## src/sv/assert_macros.svh

```systemverilog
// ----------------------------------------------------------------------------
// assertion macros
// clocked property checks on clk, with and without the reset qualifier
// ----------------------------------------------------------------------------
`ifndef ASSERT_MACROS_SVH
`define ASSERT_MACROS_SVH
`ifndef SYNTHESIS
`define RVSC_ASSERT(lbl, prop, msg) \
  lbl: assert property (@(posedge clk) disable iff (!rst_n) prop) else $error(msg);
`define RVSC_ASSERT_ALWAYS(lbl, prop, msg) \
  lbl: assert property (@(posedge clk) prop) else $error(msg);
`else
`define RVSC_ASSERT(lbl, prop, msg)
`define RVSC_ASSERT_ALWAYS(lbl, prop, msg)
`endif
`endif

```

## src/sv/rvsc_pkg.sv

```systemverilog
// ----------------------------------------------------------------------------
// rvsc_pkg
// shared constants, opcodes and stage types of the rv32 subset core
// ----------------------------------------------------------------------------
`default_nettype none

package rvsc_pkg;

  localparam int IMEM_DEPTH = 4096;
  localparam int DMEM_DEPTH = 1024;
  localparam int XLEN       = 32;
  localparam int NREG       = 32;
  localparam int RIDX_W     = $clog2(NREG);
  localparam int PC_W       = $clog2(IMEM_DEPTH);
  localparam int PLEN_W     = PC_W + 1;
  localparam int DADDR_W    = $clog2(DMEM_DEPTH);
  localparam int CLR_DEPTH  = (DMEM_DEPTH > NREG) ? DMEM_DEPTH : NREG;
  localparam int CNT_W      = $clog2(CLR_DEPTH) + 1;

  localparam logic [XLEN-1:0] BYTE_MASK = 32'h0000_00FF;

  localparam logic [2:0] F3_ADD  = 3'b000;
  localparam logic [2:0] F3_XOR  = 3'b100;
  localparam logic [2:0] F3_SRA  = 3'b101;
  localparam logic [2:0] F3_OR   = 3'b110;
  localparam logic [2:0] F3_BYTE = 3'b000;

  localparam logic [RIDX_W-1:0] REG_A0 = 5'd10;
  localparam logic [RIDX_W-1:0] REG_A1 = 5'd11;

  typedef enum logic [6:0] {
    OPC_OP     = 7'b0110011,
    OPC_OPIMM  = 7'b0010011,
    OPC_LOAD   = 7'b0000011,
    OPC_STORE  = 7'b0100011,
    OPC_BRANCH = 7'b1100011,
    OPC_JAL    = 7'b1101111,
    OPC_LUI    = 7'b0110111
  } opcode_t;

  typedef struct packed {
    logic               stopped;
    logic [PC_W-1:0]    next_pc;
    logic               rf_we;
    logic [RIDX_W-1:0]  rd;
    logic [XLEN-1:0]    wval;
    logic               is_load;
    logic               byte_ld;
    logic               dm_we;
    logic [DADDR_W-1:0] dm_addr;
    logic [XLEN-1:0]    dm_wdata;
  } ex_res_t;

endpackage

`default_nettype wire

```

## src/sv/rvsc_exec.sv

```systemverilog
// ----------------------------------------------------------------------------
// rvsc_exec
// decode, immediates, alu, branch and halt logic for one instruction word
// ----------------------------------------------------------------------------
`default_nettype none

module rvsc_exec import rvsc_pkg::*; (
  input  logic [XLEN-1:0]   ins,
  input  logic [XLEN-1:0]   opa,
  input  logic [XLEN-1:0]   opb,
  input  logic [PC_W-1:0]   pc,
  input  logic              halted,
  input  logic [PLEN_W-1:0] plen,
  output ex_res_t           res
);

  logic [RIDX_W-1:0] rd;
  logic [2:0]        f3;
  logic [XLEN-1:0]   imm_i;
  logic [XLEN-1:0]   imm_s;
  logic [XLEN-1:0]   imm_b;
  logic [XLEN-1:0]   imm_j;
  logic [XLEN-1:0]   imm_u;
  logic [XLEN-1:0]   eff_ld;
  logic [XLEN-1:0]   eff_st;
  logic [XLEN-1:0]   link;
  logic [XLEN-1:0]   off_src;
  logic [XLEN-1:0]   off_rnd;
  logic [XLEN-1:0]   off_q;
  logic [PC_W-1:0]   npc;
  logic              wr;
  logic [XLEN-1:0]   wv;
  logic              taken;

  function automatic logic [XLEN-1:0] alu_op(input logic [2:0] fn,
                                              input logic [XLEN-1:0] x,
                                              input logic [XLEN-1:0] y);
    logic [XLEN-1:0] r;
    case (fn)
      F3_ADD:  r = x + y;
      F3_XOR:  r = x ^ y;
      F3_OR:   r = x | y;
      F3_SRA:  r = XLEN'($signed(x) >>> y[4:0]);
      default: r = y;
    endcase
    return r;
  endfunction

  assign rd     = ins[11:7];
  assign f3     = ins[14:12];
  assign imm_i  = (f3 == F3_SRA) ? {27'b0, ins[24:20]} : {{20{ins[31]}}, ins[31:20]};
  assign imm_s  = {{20{ins[31]}}, ins[31:25], ins[11:7]};
  assign imm_b  = {{19{ins[31]}}, ins[31], ins[7], ins[30:25], ins[11:8], 1'b0};
  assign imm_j  = {{11{ins[31]}}, ins[31], ins[19:12], ins[20], ins[30:21], 1'b0};
  assign imm_u  = {ins[31:12], 12'b0};
  assign eff_ld = opa + imm_i;
  assign eff_st = opa + imm_s;
  assign link   = {{(XLEN-PC_W-2){1'b0}}, pc, 2'b00} + XLEN'(4);

  always_comb begin
    res     = '0;
    wr      = 1'b0;
    wv      = '0;
    taken   = 1'b0;
    off_src = '0;
    case (opcode_t'(ins[6:0]))
      OPC_OP: begin
        wr = 1'b1;
        wv = alu_op(f3, opa, opb);
      end
      OPC_OPIMM: begin
        wr = 1'b1;
        wv = alu_op(f3, opa, imm_i);
      end
      OPC_LUI: begin
        wr = 1'b1;
        wv = imm_u;
      end
      OPC_LOAD: begin
        wr          = 1'b1;
        res.is_load = 1'b1;
        res.byte_ld = (f3 == F3_BYTE);
        res.dm_addr = eff_ld[DADDR_W-1:0];
      end
      OPC_STORE: begin
        res.dm_we    = 1'b1;
        res.dm_addr  = eff_st[DADDR_W-1:0];
        res.dm_wdata = (f3 == F3_BYTE) ? (opb & BYTE_MASK) : opb;
      end
      OPC_BRANCH: begin
        taken   = (opa == opb);
        off_src = imm_b;
      end
      OPC_JAL: begin
        wr      = 1'b1;
        wv      = link;
        taken   = 1'b1;
        off_src = imm_j;
      end
      default: begin
        wr = 1'b0;
      end
    endcase

    // divide by four rounding toward zero
    off_rnd = off_src + {{(XLEN-2){1'b0}}, {2{off_src[XLEN-1]}}};
    off_q   = XLEN'($signed(off_rnd) >>> 2);
    npc     = taken ? (pc + off_q[PC_W-1:0]) : (pc + PC_W'(1));

    res.rf_we   = wr && (rd != '0);
    res.rd      = res.rf_we ? rd : '0;
    res.wval    = (res.rf_we && !res.is_load) ? wv : '0;
    res.next_pc = npc;
    res.stopped = ({1'b0, npc} > plen);

    if (halted || (ins == '0)) begin
      res         = '0;
      res.stopped = 1'b1;
      res.next_pc = pc;
    end
  end

endmodule

`default_nettype wire

```

## config.mk

```make
export PLATFORM = sky130hd
export DESIGN_NAME = rvsc_exec
export DESIGN_NICKNAME = d
export VERILOG_FILES = /design/src/sv/assert_macros.svh /design/src/sv/rvsc_pkg.sv /design/src/sv/rvsc_exec.sv
export SDC_FILE = /design/constraint.sdc
export NUM_CORES = 1
export LEC_CHECK = 0
export BUFFER_PORTS_ARGS = -buffer_cell sky130_fd_sc_hd__buf_4
export CAP_MARGIN = 5
export CELL_PAD_IN_SITES_DETAIL_PLACEMENT = 1
export CELL_PAD_IN_SITES_GLOBAL_PLACEMENT = 2
export CORE_AREA = 4 4 201 203
export DETAILED_ROUTE_END_ITERATION = 6
export DIE_AREA = 0 0 205 207
export PLACE_DENSITY = 0.94
export SLEW_MARGIN = 40
export SYNTH_ARGS = -nofsm -noshare
export SYNTH_HDL_FRONTEND = slang
export SYNTH_SLANG_ARGS = --single-unit
```

## constraint.sdc

```tcl
create_clock -name vclk -period 16
set_input_delay 4.8 -clock vclk [all_inputs]
set_output_delay 4.8 -clock vclk [all_outputs]
set_load 0.02 [all_outputs]
```

==> results.cfg <==
[finish]
register_area_um2 = 0
area_growth_pct = 16.59
nClkBuffers = 0
drive_gt1_share_pct = 18.56
design.seq.count = 0
nets = 2303

[setup_path]
endpoint_kind = output port
cp_num_buf_inv = 3
worst_path_max_delay_cell = nor4_1
crit_path_max_fanout = 11
cp-start-kind = input pin
critPathTopFamily = compound AO/OA/AOI/OAI gates
crit_type = input pin to output port
cp_slowest_stage_delay_ps = 890
path_common_cell = a21o_1
arrival_ps = 10790
cp.required_ps = 11200

[placed_design]
dp_slack_ps = 435.9
gp_congestion = 1.103
place_hpwl_um = 65480
io_buffer_count = 218

[routing]
via_count = 17030
drc = 0
drt_first_pass_iters = 5
via_per_inst = 6.721
drt_iter0_markers = 2067
routed_wl_um = 81660
ant_nets = 0
wl_per_cell_um = 32.22

[timing]
tightest_slew_ps = 1013
finalWorstSetupSlack_ps = 409.4
finalSetupTns_ps = 0
post-route-min-period_ps = 15590
setup_viol = 0
hold_viol = 0
rsz0062_at_grt = false
worst_hold_slack_ps = 9892
maxSlewHeadroom_pct = 31.85
slew_viol_final = 0
finalCritPeriodShare_pct = 97.44
fmaxAchievable_ghz = 0.06414

[min_path]
min_path_type = input pin to output port

[floorplan]
initial_core_util_pct = 32.83
num_rows = 72
dieArea_mm2 = 0.04244
die_w_um = 205
fp.coreArea_mm2 = 0.03847
die_h_um = 207
ioPinCount = 218

[status]
status = finished clean

[global_route]
grt_max_degree = 48
globalRouteMet1Util_pct = 46.34
grt_usage_pct = 36.33
grt_util_met3_pct = 5.927
grt_pass1_vias = 16850
use_met2_pct = 57.23
busiest_layer = met2
gr-total-overflow = 0
antenna_found_initial = 1
grt_pass1_wl_um = 117600

[cts]
cts_resized = 0
cts_hold_buf = 0
post_cts_buffers = 0

[yosys]
synth_cells = 1894
netlist_area_mm2 = 0.01263
seq_area_frac_synth_pct = 0
synth_top_cell_by_area = ha_1
synth_top_cells_by_area = ha_1, mux4_2, a21oi_1
syn-num-nets = 2180
ys_warn_count = 0
yosysUniqueCellTypes = 83
post_synth.cell_area_avg_um2 = 6.668
synth_top_area_share_pct = 15.85

[flow_run]
maxCapViolations = 0
## Yosys cell counts, types with 12 or more instances
master / count
nor4_1: 16
xnor2_1: 50
a21oi_1: 192
buf_2: 15
nor3_1: 55
nor2b_1: 14
a31oi_1: 33
buf_1: 14
a211oi_1: 31
o21ai_1: 18
xor2_1: 28
nor2_1: 177
nand4_1: 24
o21ai_0: 143
a221oi_1: 16
mux4_2: 54
a21o_1: 29
o22ai_1: 24
o211ai_1: 31
inv_1: 111
and3_1: 15
mux2_2: 26
nand2_1: 214
mux2i_1: 40
o21a_1: 13
o31ai_1: 13
nand3_1: 48
and2_1: 12
ha_1: 160
clkbuf_1: 107
o221ai_1: 19
## kinds of logic (layout without fill, tap and decap cells)
| group | after synthesis | after routing | share of synthesized area, % |
|---|---|---|---|
| AO/OA/AOI/OAI | 651 | 651 | 32.38 |
| AND/OR/NAND/NOR | 626 | 626 | 22.74 |
| buffers and inverters | 254 | 375 | 7.787 |
| adder cells (fa/ha/maj) | 164 | 164 | 16.49 |
| multiplexers | 121 | 121 | 15.21 |
| XOR/XNOR | 78 | 78 | 5.409 |
| other | 0 | 1 | 0 |
## metrics by stage
step | std cells | util [%] | instance area [um2]
CTS | 2533 | 38.24 | 14710
global placement | 2533 | 38.23 | 14700
floorplan | 1894 | - | 12630
detailed placement | 2533 | 38.24 | 14710
global route | 2533 | 38.27 | 14720
finish | 2534 | 38.28 | 14730
## final timing paths
path,to,cells after the start,startpoint,slack (ps)
worst max-delay path,res[95],27,opa[3],410
worst min-delay path,res[95],3,plen[12],9890
## final cells by class
type / instances / area [um2]
Tap cell: 518 / 648.1
Antenna cell: 1 / 2.502
Multi-Input combinational cell: 1640 / 11700
Inverter: 116 / 435.4
Timing Repair Buffer: 259 / 1944
Fill cell: 4971 / 23740
## cell usage in the layout, fill, tap and decap left out, types with 6 or more instances in the layout
cell and count:
buf_4 259, nand2_1 214, a21oi_1 191, nor2_1 174, ha_1 160, o21ai_0 143, inv_1 109, nor3_1 55
mux4_2 54, xnor2_1 50, nand3_1 47, mux2i_1 40, a31oi_1 32, a211oi_1 31, o211ai_1 31, a21o_1 29
xor2_1 28, mux2_2 26, nand4_1 24, o22ai_1 24, o221ai_1 19, o21ai_1 18, nor4_1 16, a221oi_1 16
and3_1 15, nor2b_1 14, o21a_1 13, o31ai_1 13, and2_1 12, a22oi_1 10, or2_2 10, o21bai_1 9
nand2b_1 8, or3_1 8, o2111ai_1 6
## per-layer routing
layer	routed length (um)	up-vias	part of all wire, %
met1	31760	8269	39
met4	6722	2	8.2
met3	7485	309	9.2
met2	35680	1169	44
li1	-	7282	-
met5	16	-	0.020
